`src/hdl/vcb_pkg.sv`:
```
`timescale 1ns / 1ps

package vcb_pkg;

  // component width; magnitudes need the same width unsigned
  localparam int COORD_WIDTH = 16;
  localparam int MAG_W       = COORD_WIDTH;
  localparam int BEARING_W   = 9;

  // sin/cos table format and search geometry
  localparam int FRAC_W    = 62;
  localparam int HALF_W    = FRAC_W / 2;
  localparam int CNT_W     = 6;
  localparam int NSTEP     = CNT_W;
  localparam int TAB_DEPTH = 2 ** CNT_W;
  localparam int KMAX      = 44;
  localparam int PROD_W    = MAG_W + HALF_W;
  localparam int CMP_W     = MAG_W + FRAC_W;

  // front stage, two stages per search step, output stage
  localparam int NSTAGE = 2 * NSTEP + 2;

  localparam logic [63:0] PI_Q62  = 64'hC90F_DAA2_2168_C234;
  localparam logic [63:0] ONE_Q62 = 64'h4000_0000_0000_0000;

  localparam logic [CNT_W-1:0]     KMAX_C   = CNT_W'(KMAX);
  localparam logic [BEARING_W-1:0] DEG_0    = BEARING_W'(0);
  localparam logic [BEARING_W-1:0] DEG_45   = BEARING_W'(45);
  localparam logic [BEARING_W-1:0] DEG_89   = BEARING_W'(89);
  localparam logic [BEARING_W-1:0] DEG_90   = BEARING_W'(90);
  localparam logic [BEARING_W-1:0] DEG_180  = BEARING_W'(180);
  localparam logic [BEARING_W-1:0] DEG_270  = BEARING_W'(270);
  localparam logic [BEARING_W-1:0] DEG_FULL = BEARING_W'(360);

  typedef logic [TAB_DEPTH-1:0][FRAC_W-1:0] trig_tab_t;

  // one item in flight: smaller and larger magnitude, search accumulator
  typedef struct packed {
    logic [MAG_W-1:0]     num_m;
    logic [MAG_W-1:0]     den_m;
    logic [CNT_W-1:0]     acc;
    logic [BEARING_W-1:0] base;
    logic                 swap;
    logic                 eq;
    logic                 axis;
  } item_t;

  // partial products of one search step
  typedef struct packed {
    item_t             item;
    logic [PROD_W-1:0] nc_hi;
    logic [PROD_W-1:0] nc_lo;
    logic [PROD_W-1:0] ds_hi;
    logic [PROD_W-1:0] ds_lo;
    logic [CNT_W-1:0]  cand;
    logic              cand_ok;
  } prod_t;

  // truncated q2.62 product
  function automatic logic [63:0] qmul(input logic [63:0] a, input logic [63:0] b);
    logic [127:0] p;
    p = {64'd0, a} * {64'd0, b};
    return p[125:62];
  endfunction

  // one degree in radians and its square
  localparam logic [63:0] RAD1_Q62 = PI_Q62 / 64'd180;
  localparam logic [63:0] RAD2_Q62 = qmul(RAD1_Q62, RAD1_Q62);

  // taylor terms of sin and cos of one degree
  localparam logic [63:0] TS1 = qmul(RAD1_Q62, RAD2_Q62) / 64'd6;
  localparam logic [63:0] TS2 = qmul(TS1, RAD2_Q62) / 64'd20;
  localparam logic [63:0] TS3 = qmul(TS2, RAD2_Q62) / 64'd42;
  localparam logic [63:0] TS4 = qmul(TS3, RAD2_Q62) / 64'd72;
  localparam logic [63:0] TS5 = qmul(TS4, RAD2_Q62) / 64'd110;
  localparam logic [63:0] TS6 = qmul(TS5, RAD2_Q62) / 64'd156;
  localparam logic [63:0] TS7 = qmul(TS6, RAD2_Q62) / 64'd210;
  localparam logic [63:0] TC1 = qmul(ONE_Q62, RAD2_Q62) / 64'd2;
  localparam logic [63:0] TC2 = qmul(TC1, RAD2_Q62) / 64'd12;
  localparam logic [63:0] TC3 = qmul(TC2, RAD2_Q62) / 64'd30;
  localparam logic [63:0] TC4 = qmul(TC3, RAD2_Q62) / 64'd56;
  localparam logic [63:0] TC5 = qmul(TC4, RAD2_Q62) / 64'd90;
  localparam logic [63:0] TC6 = qmul(TC5, RAD2_Q62) / 64'd132;
  localparam logic [63:0] TC7 = qmul(TC6, RAD2_Q62) / 64'd182;

  localparam logic [63:0] SIN1_Q62 = RAD1_Q62 - TS1 + TS2 - TS3 + TS4 - TS5 + TS6 - TS7;
  localparam logic [63:0] COS1_Q62 = ONE_Q62 - TC1 + TC2 - TC3 + TC4 - TC5 + TC6 - TC7;

  // sin or cos of k degrees for k = 1..44, built at elaboration
  function automatic trig_tab_t trig_table(input logic want_sin);
    trig_tab_t   tab;
    logic [63:0] s, c, nc, ns;
    tab = '0;
    s   = SIN1_Q62;
    c   = COS1_Q62;
    for (int k = 1; k <= KMAX; k++) begin
      tab[CNT_W'(k)] = want_sin ? s[FRAC_W-1:0] : c[FRAC_W-1:0];
      nc = qmul(c, COS1_Q62) - qmul(s, SIN1_Q62);
      ns = qmul(s, COS1_Q62) + qmul(c, SIN1_Q62);
      c  = nc;
      s  = ns;
    end
    return tab;
  endfunction

  localparam trig_tab_t COS_TAB = trig_table(1'b0);
  localparam trig_tab_t SIN_TAB = trig_table(1'b1);

endpackage

```
`src/hdl/vcb_search_step.sv`:
```
`timescale 1ns / 1ps

// one bit of the degree search: products, then compare and keep
module vcb_search_step (
  input  logic               clk,
  input  logic               en_a,
  input  logic               en_b,
  input  logic [vcb_pkg::CNT_W-1:0] step_bit,
  input  vcb_pkg::item_t     item_in,
  output vcb_pkg::item_t     item_out
);

  vcb_pkg::prod_t prod_nxt, prod_r;
  vcb_pkg::item_t item_nxt, item_r;

  logic [vcb_pkg::FRAC_W-1:0] cos_k, sin_k;
  logic [vcb_pkg::CMP_W-1:0]  lhs, rhs;

  always_comb begin
    prod_nxt.item    = item_in;
    prod_nxt.cand    = item_in.acc | step_bit;
    prod_nxt.cand_ok = (prod_nxt.cand <= vcb_pkg::KMAX_C);
    cos_k = vcb_pkg::COS_TAB[prod_nxt.cand];
    sin_k = vcb_pkg::SIN_TAB[prod_nxt.cand];
    prod_nxt.nc_hi = {{vcb_pkg::HALF_W{1'b0}}, item_in.num_m}
                   * {{vcb_pkg::MAG_W{1'b0}}, cos_k[vcb_pkg::FRAC_W-1:vcb_pkg::HALF_W]};
    prod_nxt.nc_lo = {{vcb_pkg::HALF_W{1'b0}}, item_in.num_m}
                   * {{vcb_pkg::MAG_W{1'b0}}, cos_k[vcb_pkg::HALF_W-1:0]};
    prod_nxt.ds_hi = {{vcb_pkg::HALF_W{1'b0}}, item_in.den_m}
                   * {{vcb_pkg::MAG_W{1'b0}}, sin_k[vcb_pkg::FRAC_W-1:vcb_pkg::HALF_W]};
    prod_nxt.ds_lo = {{vcb_pkg::HALF_W{1'b0}}, item_in.den_m}
                   * {{vcb_pkg::MAG_W{1'b0}}, sin_k[vcb_pkg::HALF_W-1:0]};
  end

  always_ff @(posedge clk) begin
    if (en_a) begin
      prod_r <= prod_nxt;
    end
  end

  always_comb begin
    lhs = (vcb_pkg::CMP_W'(prod_r.nc_hi) << vcb_pkg::HALF_W) + vcb_pkg::CMP_W'(prod_r.nc_lo);
    rhs = (vcb_pkg::CMP_W'(prod_r.ds_hi) << vcb_pkg::HALF_W) + vcb_pkg::CMP_W'(prod_r.ds_lo);
    item_nxt = prod_r.item;
    if (prod_r.cand_ok && (lhs >= rhs)) begin
      item_nxt.acc = prod_r.cand;
    end
  end

  always_ff @(posedge clk) begin
    if (en_b) begin
      item_r <= item_nxt;
    end
  end

  assign item_out = item_r;

endmodule

```
`src/hdl/vector_compass_bearing.sv`:
```
`timescale 1ns / 1ps

// channel | direction | ports
// --------+-----------+---------------------------------------------------
// in      | input     | in_valid, in_stall, in_right_part, in_down_part
// out     | output    | out_valid, out_stall, out_bearing_deg
//
// one item per cycle while out_stall is low; every item passes 14 register
// stages in order: a front stage, six search steps of two stages each, an
// output stage
// each search step tests one bit of the degree count against the sin/cos
// table in 31-bit halves of each 62-bit entry, then compares and keeps the bit
// reset clears only the stage valid bits; payload registers are not reset
// stages stall independently, so empty slots fill while a result waits

module vector_compass_bearing (
  input  logic                               clk,
  input  logic                               rst_n,
  input  logic                               in_valid,
  output logic                               in_stall,
  input  logic signed [vcb_pkg::COORD_WIDTH-1:0] in_right_part,
  input  logic signed [vcb_pkg::COORD_WIDTH-1:0] in_down_part,
  output logic                               out_valid,
  input  logic                               out_stall,
  output logic [vcb_pkg::BEARING_W-1:0]      out_bearing_deg
);

  localparam int LAST = vcb_pkg::NSTAGE - 1;
  localparam int W    = vcb_pkg::COORD_WIDTH;

  // per-stage valid bits and load enables
  logic [LAST:0] vld_r, vld_nxt;
  logic [LAST:0] en;

  // item between search steps; entry zero is the front register
  vcb_pkg::item_t stage_item [vcb_pkg::NSTEP+1];
  vcb_pkg::item_t front_nxt, front_r;

  logic [vcb_pkg::BEARING_W-1:0] bearing_nxt, bearing_r;

  // front stage signals
  logic [W-1:0] r_u, d_u, rm, dm, num_q, den_q;
  logic         rneg, dneg, r_zero, d_zero;

  // a stage loads when empty or when the one after it moves on
  always_comb begin
    en[LAST] = !vld_r[LAST] || !out_stall;
    for (int s = LAST - 1; s >= 0; s--) begin
      en[s] = !vld_r[s] || en[s+1];
    end
  end

  assign in_stall = !en[0];

  always_comb begin
    vld_nxt = vld_r;
    if (en[0]) begin
      vld_nxt[0] = in_valid;
    end
    for (int s = 1; s <= LAST; s++) begin
      if (en[s]) begin
        vld_nxt[s] = vld_r[s-1];
      end
    end
  end

  always_ff @(posedge clk) begin
    if (!rst_n) begin
      vld_r <= '0;
    end else begin
      vld_r <= vld_nxt;
    end
  end

  // front: magnitudes, quadrant base, axis cases, smaller over larger
  always_comb begin
    r_u    = $unsigned(in_right_part);
    d_u    = $unsigned(in_down_part);
    rneg   = r_u[W-1];
    dneg   = d_u[W-1];
    // most negative value negates to itself, which is the right magnitude
    rm     = rneg ? (~r_u + W'(1)) : r_u;
    dm     = dneg ? (~d_u + W'(1)) : d_u;
    r_zero = (r_u == '0);
    d_zero = (d_u == '0);

    front_nxt      = '0;
    front_nxt.axis = r_zero || d_zero;
    num_q          = rm;
    den_q          = dm;
    if (r_zero) begin
      // straight up and the zero vector both give zero
      front_nxt.base = (!d_zero && !dneg) ? vcb_pkg::DEG_180 : vcb_pkg::DEG_0;
    end else if (d_zero) begin
      front_nxt.base = rneg ? vcb_pkg::DEG_270 : vcb_pkg::DEG_90;
    end else if (!rneg && dneg) begin
      front_nxt.base = vcb_pkg::DEG_0;
    end else if (!rneg && !dneg) begin
      front_nxt.base = vcb_pkg::DEG_90;
      num_q          = dm;
      den_q          = rm;
    end else if (rneg && !dneg) begin
      front_nxt.base = vcb_pkg::DEG_180;
    end else begin
      front_nxt.base = vcb_pkg::DEG_270;
      num_q          = dm;
      den_q          = rm;
    end

    // search always runs on ratio at most one; above one mirrors about 45
    front_nxt.eq    = (num_q == den_q);
    front_nxt.swap  = (num_q > den_q);
    front_nxt.num_m = front_nxt.swap ? den_q : num_q;
    front_nxt.den_m = front_nxt.swap ? num_q : den_q;
    front_nxt.acc   = '0;
  end

  always_ff @(posedge clk) begin
    if (en[0]) begin
      front_r <= front_nxt;
    end
  end

  assign stage_item[0] = front_r;

  // binary search for the degree count, most significant bit first
  for (genvar i = 0; i < vcb_pkg::NSTEP; i++) begin : g_step
    vcb_search_step u_step (
      .clk      (clk),
      .en_a     (en[1 + 2 * i]),
      .en_b     (en[2 + 2 * i]),
      .step_bit (vcb_pkg::CNT_W'(1 << (vcb_pkg::NSTEP - 1 - i))),
      .item_in  (stage_item[i]),
      .item_out (stage_item[i+1])
    );
  end

  // output: equal magnitudes give 45, mirrored ratios give 89 minus count
  always_comb begin
    vcb_pkg::item_t fin;
    logic [vcb_pkg::BEARING_W-1:0] ang;
    fin = stage_item[vcb_pkg::NSTEP];
    if (fin.eq) begin
      ang = vcb_pkg::DEG_45;
    end else if (fin.swap) begin
      ang = vcb_pkg::DEG_89 - vcb_pkg::BEARING_W'(fin.acc);
    end else begin
      ang = vcb_pkg::BEARING_W'(fin.acc);
    end
    bearing_nxt = fin.axis ? fin.base : (fin.base + ang);
  end

  always_ff @(posedge clk) begin
    if (en[LAST]) begin
      bearing_r <= bearing_nxt;
    end
  end

  assign out_valid       = vld_r[LAST];
  assign out_bearing_deg = bearing_r;

`ifndef SYNTHESIS
  // a bearing never reaches a full turn
  a_range: assert property (@(posedge clk) disable iff (!rst_n)
    out_valid |-> (out_bearing_deg < vcb_pkg::DEG_FULL))
    else $error("bearing out of range");

  // an empty front stage always takes an item
  a_front_free: assert property (@(posedge clk) disable iff (!rst_n)
    !vld_r[0] |-> !in_stall)
    else $error("input stalled with empty front stage");

  // a delivered result with nothing behind it leaves the output empty
  a_drain: assert property (@(posedge clk) disable iff (!rst_n)
    (out_valid && !out_stall && !vld_r[LAST-1]) |=> !out_valid)
    else $error("result repeated after delivery");

  // input stall implies every stage holds an item and the output is blocked
  a_stall_full: assert property (@(posedge clk) disable iff (!rst_n)
    in_stall |-> ((&vld_r) && out_stall))
    else $error("input stalled with a free slot");
`endif

endmodule

```
`config.mk`:
```
export PLATFORM = sky130hd
export DESIGN_NAME = vector_compass_bearing
export DESIGN_NICKNAME = d
export VERILOG_FILES = /design/src/hdl/vcb_pkg.sv /design/src/hdl/vcb_search_step.sv /design/src/hdl/vector_compass_bearing.sv
export SDC_FILE = /design/constraint.sdc
export NUM_CORES = 1
export LEC_CHECK = 0
export CORE_ASPECT_RATIO = 0.5
export CORE_MARGIN = 1.5
export CORE_UTILIZATION = 45
export DETAILED_ROUTE_END_ITERATION = 10
export DONT_BUFFER_PORTS = 1
export PLACE_DENSITY = 0.72
export SLEW_MARGIN = 20
export SYNTH_ARGS = -nofsm -noshare
export SYNTH_HDL_FRONTEND = slang
export SYNTH_SLANG_ARGS = --single-unit
```
`constraint.sdc`:
```
create_clock -name clk -period 5.75 [get_ports clk]
set_clock_uncertainty 0.15 [all_clocks]
set_input_delay 1.725 -clock clk [delete_from_list [all_inputs] [get_ports clk]]
set_output_delay 1.725 -clock clk [all_outputs]
set_load 0.005 [all_outputs]
```
==> results of run 1 <==
how the worst max path moves through the flow:
stage,start,to,depth (start not counted)
after CTS,out_stall,in_stall,7
after detailed placement,out_stall,in_stall,7
after global routing,out_stall,in_stall,7
final,out_stall,in_stall,7
after floorplan,out_stall,in_stall,7
after global placement,out_stall,in_stall,7
layout make-up:
cell class | instances | share of cell area [%]
Multi-Input combinational cell | 242 | 27.3
Clock inverter | 14 | 3.57
Sequential cell | 140 | 58.5
Clock buffer | 18 | 6.18
Inverter | 21 | 1.13
Timing Repair Buffer | 2 | 0.216
Tap cell | 170 | 3.06
worst max-delay path: cells and delay by family:
| family | cells | cell delay [ns] |
|---|---|---|
| simple gates | 5 | 1.23 |
| buf+inv | 2 | 0.46 |
power groups by stage:
stage	Clock, mW	Combinational (mW)	Sequential [mW]
floorplan	0	0.143	1.23
global placement	0	0.162	1.23
detailed placement	0	0.166	1.24
CTS	1.25	0.168	1.22
global route	1.29	0.188	1.22
finish	1.22	0.167	1.22
routing by layer:
metal / share of wire, % / track usage [%] / vias to the layer above / routed length, um
met2: 49 / 21.8 / 82 / 4100
met3: 5.7 / 4.90 / 9 / 473
met4: 1.1 / 5.90 / 0 / 95
met5: 0 / 0 / - / 0
met1: 44 / 13.8 / 1434 / 3640
li1: - / - / 1571 / -
flip-flops by register name, indices dropped and copies added, names as in the netlist:
signal / cells
g_step.u_step.item_nxt: 54
front_r: 9
vld_r: 14
g_step.u_step.item_out: 54
out_bearing_deg: 9
cells by family (layout without fill, tap and decap cells):
family	Yosys count	in the layout	share of synthesized area, %
buffers and inverters	30	55	2.14
and+or+nand+nor	91	91	8.26
adders and majority gates	25	25	5.12
AOI/OAI and AO/OA	61	61	6.48
xor gates and xnor gates	30	30	4.32
DFF	140	140	66.8
muxes	35	35	6.91
synthesized netlist by cell type, types with 3 or more instances:
cell type  count  area [um^2]
xnor2_1        8         70.1
o21ai_0       10         50.1
mux2_4        14          210
ha_1          24          300
inv_1         21         78.8
clkbuf_1       5         18.8
o41ai_1        3         26.3
nor2_1        18         67.6
o21a_1         7         52.6
o31ai_1        6         45.0
dfxtp_1       14          280
edfxtp_1     126         3780
nand2b_1       5         31.3
a21oi_1       19         95.1
mux2i_1       21          210
nand3_1        7         35.0
nand2_1       24         90.1
nor3_1         5         25.0
xor2_1        22          193
a21o_1         5         37.5
nor2b_1        8         50.1
a21boi_0       3         22.5
nand4_1        6         37.5
through the flow:
step	setup WS (ns)	utilization, %	area (um^2)	cells	hold slack, ns
2_1_floorplan	0.298	-	6090	412	0.250
3_3_place_gp	0.458	48.5	6270	575	0.251
3_5_place_dp	0.430	48.5	6270	575	0.255
4_1_cts	0.401	53.8	6950	607	0.264
5_1_grt	0.268	53.8	6950	607	0.271
6_report	0.453	53.8	6950	607	0.261
==> impl_results.rst, run 1 <==
.. list-table::
   :header-rows: 1

   * - Metric
     - Value
   * - Wire length of the first global-routing pass
     - 13700 um
   * - Number of primary I/O pins
     - 47
   * - Clock group share of total power
     - 46.8%
   * - Setup fix buffers added after clock tree synthesis
     - 0
   * - Element type at the critical path start
     - input port
   * - Via/cell ratio
     - just over 5
   * - CP Max Fanout
     - 12
   * - Period minus WS final
     - 5.30 ns
   * - FF/Latch Area
     - a little over 4000 um^2
   * - Capture endpoint of the worst hold path
     - g_step[4].u_step.item_out[5]$_DFFE_PP_
   * - Vias in the first global route
     - approximately 3000
   * - First drt pass iteration count
     - 4
   * - Area taken by multi-input logic gates
     - 1900 um^2
   * - Flops & latches, synth
     - 140
   * - Initial DRC Count
     - 86
   * - Synth Flop Type
     - edfxtp_1
   * - Die X
     - 167 um
   * - Number of placement rows
     - 29
   * - Worst min-delay path startpoint
     - g_step[4].u_step.item_nxt[5]$_DFFE_PP_
   * - Worst-Margin Slew
     - between 1 and 1.5 ns
   * - Sequence of cells on the critical path
     - nand3_1 -> nor2_1 -> inv_1 -> nor4_4 -> and4_1 -> nand2_1 -> inv_1
   * - Mapped cell area
     - about 6000 um^2
   * - TritonCTS clock tree
     - done
   * - Sort of element at the end of the critical path
     - output pin
   * - Count of antenna-violating nets left after detailed routing
     - 0
   * - Synth-to-layout area growth
     - 14.1%
   * - Max Root-Sink Buffers
     - 2
   * - Floorplan die area
     - between 10000 and 15000 um^2
   * - Filler Cell Count
     - around 1000
   * - Run status
     - completed
   * - Largest net degree at the start of global routing
     - 31
   * - Cell count after synthesis
     - a little over 400
   * - Sw frac
     - 18.1%
   * - Yosys cell types
     - 48
   * - Power Total
     - 2.60 mW
   * - Wirelength, routed
     - ~8300 um
   * - HPWL after detailed placement
     - about 6000 um
   * - Final antenna diode count
     - 0
   * - Wire length per cell
     - about 14 um
   * - CP peak stage delay
     - 0.37 ns
   * - PwrDens
     - 374 nW/um^2
   * - Clock root buffer
     - clkbuf_16
   * - Unrepaired setup endpoints after global routing
     - false
   * - Number of pins exceeding their max-slew limit in the final report
     - 0
   * - Later-pin clock latency in the skew report
     - about 0.4 ns
   * - Worst r2r src
     - vld_r[13]$_SDFFE_PN0P_
   * - Final-layout setup total negative slack
     - 0 ns
   * - Share of total power in combinational logic
     - between 6 and 7%
   * - Highest achievable clock rate
     - about 190 MHz
   * - EDFF count, synth
     - between 100 and 150
   * - Initial antenna violation count
     - 0
   * - Port buffer count
     - 0
   * - Die Span Y
     - around 85 um
   * - Endpoint arrival time on the critical path
     - roughly 3.4 ns
   * - Average cell area after synthesis
     - between 10 and 15 um^2
   * - Area inside the core boundary
     - around 13000 um^2
   * - Number of clock sinks
     - 140
   * - Total of cells resized after clock tree synthesis
     - 0
   * - Post-synth net total
     - between 400 and 500
   * - Portion of the post-synthesis area used by sequential elements
     - roughly two thirds
   * - Cts-stage hold buffer count
     - 0
   * - Leakage Power
     - 2.77 nW
   * - Total overflow reported by the global router
     - 0
   * - Ys async rst share
     - 0%
   * - Num CTS Buffers
     - 17
   * - Effective utilization at floorplan
     - a little under half
   * - Final setup violating endpoints
     - 0
   * - Post-route DRC
     - 0
   * - Flop pwr share
     - 46.8%
   * - Synthesis warning total
     - 0
   * - Hold violation count in the final report
     - 0
   * - Post-route clock period utilization
     - between 90% and 100%
   * - Worst reg2reg path endpoint
     - g_step[0].u_step.item_out[9]$_DFFE_PP_
   * - Critical setup path kind
     - input port to output pin
   * - Peak VDD IR
     - around 0.19 mV
   * - Weighted congestion at the end of routability-driven global placement
     - ~0.77
   * - Register-to-register path setup slack
     - around 3.3 ns
   * - Critical path's slowest cell
     - nor4_4
   * - Worst relative slew slack
     - approximately a quarter
   * - Leading cell types in the layout, fill and taps excluded
     - 126 x edfxtp_1, 24 x nand2_1, 24 x ha_1, 22 x xor2_1
   * - Worst Reg-to-Reg Cells
     - 6
   * - Dominant cell type by count on the critical path
     - inv_1
   * - CTS HTree Levels
     - 4
   * - Max capacitance violation total
     - 0
   * - Number of nets in the layout
     - around 480
   * - Fraction of final layout cells sized beyond drive strength 1
     - about an eighth
   * - Hold/Removal Path Class
     - flip-flop to flip-flop
   * - Cell Int Power
     - 2.13 mW
   * - Global-route total usage across every layer
     - around an eighth
   * - Switching power
     - between 0.4 and 0.5 mW
   * - Leading cell type in the layout, fill and taps excluded
     - edfxtp_1
   * - WHS Path Cells
     - 0
   * - Req. time, crit path
     - between 3 and 4 ns
   * - Count of vias placed by the detailed router
     - approximately 3100
   * - Clock slew seen by the registers of the worst setup and hold paths
     - approximately 0.050 ns
Note: power is estimated with default switching activity, not from simulation.
==> run 2, diff against run 1 <==
CORE_MARGIN = 3   (was 1.5)
REMOVE_ABC_BUFFERS = 1   (was not set)
==> impl_results.rst, run 2 (synthesis gave the netlist of run 1 again) <==
.. list-table::
   :header-rows: 1

   * - Metric
     - Value
   * - Vias in the first global route
     - ~3200
   * - Later-pin clock latency in the skew report
     - 0.40 ns
   * - Leading cell type in the layout, fill and taps excluded
     - edfxtp_1
   * - Max Root-Sink Buffers
     - 2
   * - Number of clock sinks
     - 140
   * - Number of pins exceeding their max-slew limit in the final report
     - 0
   * - Clock slew seen by the registers of the worst setup and hold paths
     - about 0.050 ns
   * - CTS HTree Levels
     - 4
   * - PwrDens
     - 353 nW/um^2
   * - Worst r2r src
     - vld_r[13]$_SDFFE_PN0P_
   * - Wirelength, routed
     - about 8500 um
   * - Post-route clock period utilization
     - 92.2%
   * - Sort of element at the end of the critical path
     - output pin
   * - Flop pwr share
     - 50.5%
   * - Critical setup path kind
     - input port to output pin
   * - Final antenna diode count
     - 0
   * - Number of placement rows
     - 29
   * - Port buffer count
     - 0
   * - Worst Setup Slack post-DPL
     - 0.415 ns
   * - Total overflow reported by the global router
     - 0
   * - Die Span Y
     - ~90 um
   * - Die X
     - roughly 170 um
   * - Element type at the critical path start
     - input port
   * - First drt pass iteration count
     - 4
   * - Clock group share of total power
     - between 40% and 50%
   * - Setup fix buffers added after clock tree synthesis
     - 0
   * - Weighted congestion at the end of routability-driven global placement
     - approximately 0.8
   * - Synth-to-layout area growth
     - 12.3%
   * - Area inside the core boundary
     - 13000 um^2
   * - Endpoint arrival time on the critical path
     - about 3.4 ns
   * - Worst relative slew slack
     - a little over a quarter
   * - Leakage Power
     - approximately 2.7 nW
   * - Minimum hold slack
     - 0.264 ns
   * - Final WS setup
     - about 0.45 ns
   * - FF/Latch Area
     - about 4000 um^2
   * - Initial antenna violation count
     - 0
   * - Number of primary I/O pins
     - 47
   * - Timing startpoint of the critical path
     - out_stall
   * - Final-layout setup total negative slack
     - 0 ns
   * - TritonCTS clock tree
     - done
   * - Max capacitance violation total
     - 0
   * - Filler Cell Count
     - 1082
   * - Switching power
     - 0.459 mW
   * - Cts-stage hold buffer count
     - 0
   * - Fraction of final layout cells sized beyond drive strength 1
     - 11.2%
   * - CP Max Fanout
     - 12
   * - Unrepaired setup endpoints after global routing
     - false
   * - Final setup violating endpoints
     - 0
   * - Count of vias placed by the detailed router
     - roughly 3000
   * - Wire length per cell
     - about 14 um
   * - Hold/Removal Path Class
     - flip-flop to flip-flop
   * - Effective utilization at floorplan
     - 47.0%
   * - Hold violation count in the final report
     - 0
   * - Share of total power in combinational logic
     - 6.9%
   * - Post-route DRC
     - 0
   * - Floorplan die area
     - around 15000 um^2
   * - Wire length of the first global-routing pass
     - around 14000 um
   * - Clock root buffer
     - clkbuf_16
   * - Count of antenna-violating nets left after detailed routing
     - 0
   * - Sw frac
     - 19.0%
   * - Initial DRC Count
     - ~110
   * - Global-route total usage across every layer
     - between 10% and 20%
   * - Worst min-delay path startpoint
     - g_step[0].u_step.item_out[9]$_DFFE_PP_
   * - Leading cell types in the layout, fill and taps excluded
     - 126 x edfxtp_1, 24 x nand2_1, 24 x ha_1, 22 x xor2_1
   * - Cell Int Power
     - slightly below 2 mW
   * - Highest achievable clock rate
     - 189 MHz
   * - Total of cells resized after clock tree synthesis
     - 0
   * - Peak VDD IR
     - approximately 0.23 mV
   * - Worst-Margin Slew
     - 1.09 ns
   * - Area taken by multi-input logic gates
     - 1900 um^2
   * - Num CTS Buffers
     - 17
   * - Number of nets in the layout
     - ~480
   * - Via/cell ratio
     - 5.09
   * - Req. time, crit path
     - roughly 3.9 ns
   * - Period minus WS final
     - about 5.3 ns
   * - HPWL after detailed placement
     - roughly 6100 um
   * - Run status
     - completed
   * - Largest net degree at the start of global routing
     - 31
## run 2: changes by cell type in the layout (fill, tap and decap cells not counted), sizes merged
cell      before  now
clkinv         5    8
clkbuf        18   21
bufinv         7    3
clkinvlp       2    0
## run 2: layout make-up
type,instances,area share (%)
Clock inverter,11,1.83
Clock buffer,21,6.44
Inverter,21,1.15
Tap cell,170,3.11
Sequential cell,140,59.5
Timing Repair Buffer,2,0.220
Multi-Input combinational cell,242,27.8
## run 2: layer usage
metal	vias to the layer above	global-route usage, %	wire (um)
met5	-	0	0
met2	72	21.5	4210
met4	0	3.68	61
met3	8	5.13	430
met1	1433	14.2	3750
li1	1578	-	-
## run 2: stage by stage
step / total power [mW] / instances / util, % / instance area, um^2
after global routing: 2.52 / 607 / 52.8 / 6840
after CTS: 2.44 / 607 / 52.8 / 6840
final: 2.41 / 607 / 52.8 / 6840
after detailed placement: 1.41 / 575 / 48.4 / 6270
after floorplan: 1.37 / 403 / - / 6030
after global placement: 1.39 / 575 / 48.4 / 6270
## run 2: critical path: stages
cell     delay [ns]
nand3_1        0.08
nor2_1         0.22
inv_1          0.29
nor4_4         0.37
and4_1         0.29
nand2_1        0.26
inv_1          0.19
## run 2: final timing paths
path | end | slack (ns) | cells after the start
setup / recovery | in_stall | 0.45 | 7
hold / removal | g_step[1].u_step.item_nxt[9]$_DFFE_PP_ | 0.26 | 0
setup reg to reg | g_step[1].u_step.item_out[10]$_DFFE_PP_ | 3.28 | 6
hold reg to reg | g_step[1].u_step.item_nxt[9]$_DFFE_PP_ | 0.26 | 0
## run 2: power by group through the flow
stage / sequential [mW] / combinational, mW / clock (mW)
finish: 1.22 / 0.167 / 1.03
global route: 1.22 / 0.189 / 1.11
CTS: 1.22 / 0.169 / 1.05
detailed placement: 1.24 / 0.168 / 0
global placement: 1.23 / 0.163 / 0
floorplan: 1.23 / 0.139 / 0
==> run 3, diff against run 2 <==
REMOVE_ABC_BUFFERS = not set   (was 1)
==> impl_results.rst, run 3 (synthesis gave the netlist of run 1 again) <==
.. list-table::
   :header-rows: 1

   * - Metric
     - Value
   * - Minimum hold slack
     - 0.261 ns
   * - Number of clock sinks
     - between 100 and 150
   * - Placed inst area
     - about 6300 um^2
   * - Number of primary I/O pins
     - 47
   * - Via/cell ratio
     - ~5.2
   * - Cts-stage hold buffer count
     - 0
   * - Weighted congestion at the end of routability-driven global placement
     - between 0.8 and 0.9
   * - Req. time, crit path
     - approximately 3.9 ns
   * - Die X
     - 170 um
   * - Leading cell type in the layout, fill and taps excluded
     - edfxtp_1
   * - Max Root-Sink Buffers
     - 2
   * - Power Total
     - approximately 2.5 mW
   * - Wire length of the first global-routing pass
     - about 14000 um
   * - Worst-Margin Slew
     - ~1.1 ns
   * - Filler Cell Count
     - 1054
   * - Sort of element at the end of the critical path
     - output pin
   * - Critical setup path kind
     - input port to output pin
   * - Highest achievable clock rate
     - 189 MHz
   * - Number of nets in the layout
     - between 400 and 500
   * - First drt pass iteration count
     - 7
   * - Element type at the critical path start
     - input port
   * - Setup fix buffers added after clock tree synthesis
     - 0
   * - Post-route DRC
     - 0
   * - Clock slew seen by the registers of the worst setup and hold paths
     - about 0.050 ns
   * - Total overflow reported by the global router
     - 0
   * - Clock group share of total power
     - between 40% and 50%
   * - Vias in the first global route
     - 3165
   * - Wire length per cell
     - 13.7 um
   * - Total of cells resized after clock tree synthesis
     - 0
   * - Count of vias placed by the detailed router
     - roughly 3100
   * - Switching power
     - between 0.4 and 0.5 mW
   * - Sw frac
     - between 10% and 20%
   * - Max capacitance violation total
     - 0
   * - TritonCTS clock tree
     - done
   * - Worst relative slew slack
     - between 20% and 30%
   * - Period minus WS final
     - roughly 5.3 ns
   * - Die Span Y
     - just under 90 um
   * - Largest net degree at the start of global routing
     - 31
   * - Peak VDD IR
     - ~0.23 mV
   * - Hold/Removal Path Class
     - flip-flop to flip-flop
   * - Hold violation count in the final report
     - 0
   * - CP Max Fanout
     - 12
   * - Wirelength, routed
     - slightly above 8000 um
   * - Number of pins exceeding their max-slew limit in the final report
     - 0
   * - Fraction of the core area covered by cells at the end of the flow
     - around 53%
   * - Cell Int Power
     - between 1.5 and 2 mW
   * - Fraction of final layout cells sized beyond drive strength 1
     - between 10% and 20%
   * - Effective utilization at floorplan
     - between 40% and 50%
   * - Final antenna diode count
     - 0
   * - Count of antenna-violating nets left after detailed routing
     - 0
   * - Share of total power in combinational logic
     - between 6 and 7%
   * - Post-route clock period utilization
     - about 92%
   * - Port buffer count
     - 0
   * - Num CTS Buffers
     - 17
   * - Later-pin clock latency in the skew report
     - approximately 0.40 ns
   * - Leakage Power
     - roughly 2.7 nW
   * - Clock root buffer
     - clkbuf_16
   * - CTS HTree Levels
     - 4
   * - Synth-to-layout area growth
     - 12.7%
   * - Initial antenna violation count
     - 0
   * - Endpoint arrival time on the critical path
     - between 3 and 4 ns
   * - Unrepaired setup endpoints after global routing
     - false
   * - Final setup violating endpoints
     - 0
   * - Run status
     - completed
   * - Floorplan die area
     - 15000 um^2
   * - PwrDens
     - ~360 nW/um^2
   * - Final-layout setup total negative slack
     - 0 ns
   * - Initial DRC Count
     - roughly 110
   * - Flop pwr share
     - roughly 50%
   * - Leading cell types in the layout, fill and taps excluded
     - 126 x edfxtp_1, 24 x nand2_1, 24 x ha_1, 22 x xor2_1
   * - Number of placement rows
     - 29
   * - Area inside the core boundary
     - between 10000 and 15000 um^2
   * - HPWL after detailed placement
     - 6000 um
   * - Global-route total usage across every layer
     - 12.1%
   * - Final Instance Area
     - between 6000 and 7000 um^2
[run 3: cell count changes in the layout (fill, tap and decap cells not counted), sizes merged]
cell    change
clkbuf      -1
bufinv      +1
clkinv      -1
[run 3: through the flow]
stage	worst slack, ns	cells
floorplan	0.298	412
CTS	0.390	606
global route	0.253	606
finish	0.448	606
detailed placement	0.412	575
global placement	0.463	575
[run 3: power groups by stage]
stage	logic (mW)	clock network, mW	registers [mW]
after global routing	0.189	1.15	1.22
after detailed placement	0.164	0	1.24
final	0.164	1.07	1.22
after floorplan	0.143	0	1.23
after CTS	0.165	1.10	1.22
after global placement	0.161	0	1.23
[run 3: area by class of cell]
| class | instances | area, um^2 | area share, % |
|---|---|---|---|
| repair buffers | 2 | 15.0 | 0.219 |
| multi-input cells | 242 | 1900 | 27.7 |
| inverters | 21 | 78.8 | 1.15 |
| well taps | 170 | 213 | 3.10 |
| clock inverters | 11 | 150 | 2.19 |
| clock buffers | 20 | 437 | 6.37 |
| flip-flops and latches | 140 | 4060 | 59.3 |
[run 3: path summary, 6_finish.rpt]
kind / startpoint / end / slack (ns) / cells after the start
setup / recovery: out_stall / in_stall / 0.45 / 7
hold / removal: g_step[3].u_step.item_nxt[9]$_DFFE_PP_ / g_step[3].u_step.item_out[9]$_DFFE_PP_ / 0.26 / 0
hold reg to reg: g_step[3].u_step.item_nxt[9]$_DFFE_PP_ / g_step[3].u_step.item_out[9]$_DFFE_PP_ / 0.26 / 0
setup reg to reg: vld_r[13]$_SDFFE_PN0P_ / vld_r[2]$_SDFFE_PN0P_ / 3.27 / 7
[run 3: per-layer routing]
layer,share of wire [%],wire [um],track usage (%),up-vias
li1,-,-,-,1570
met1,44,3650,13.5,1465
met5,0,0,0,-
met3,7.1,592,6.02,13
met4,1.6,129,3.90,0
met2,47,3930,20.6,83
[run 3: critical path, stage by stage]
cell and delay, ns:
nand3_1 0.09, nor2_1 0.22, inv_1 0.28, nor4_4 0.37, and4_1 0.30, nand2_1 0.26, inv_1 0.18
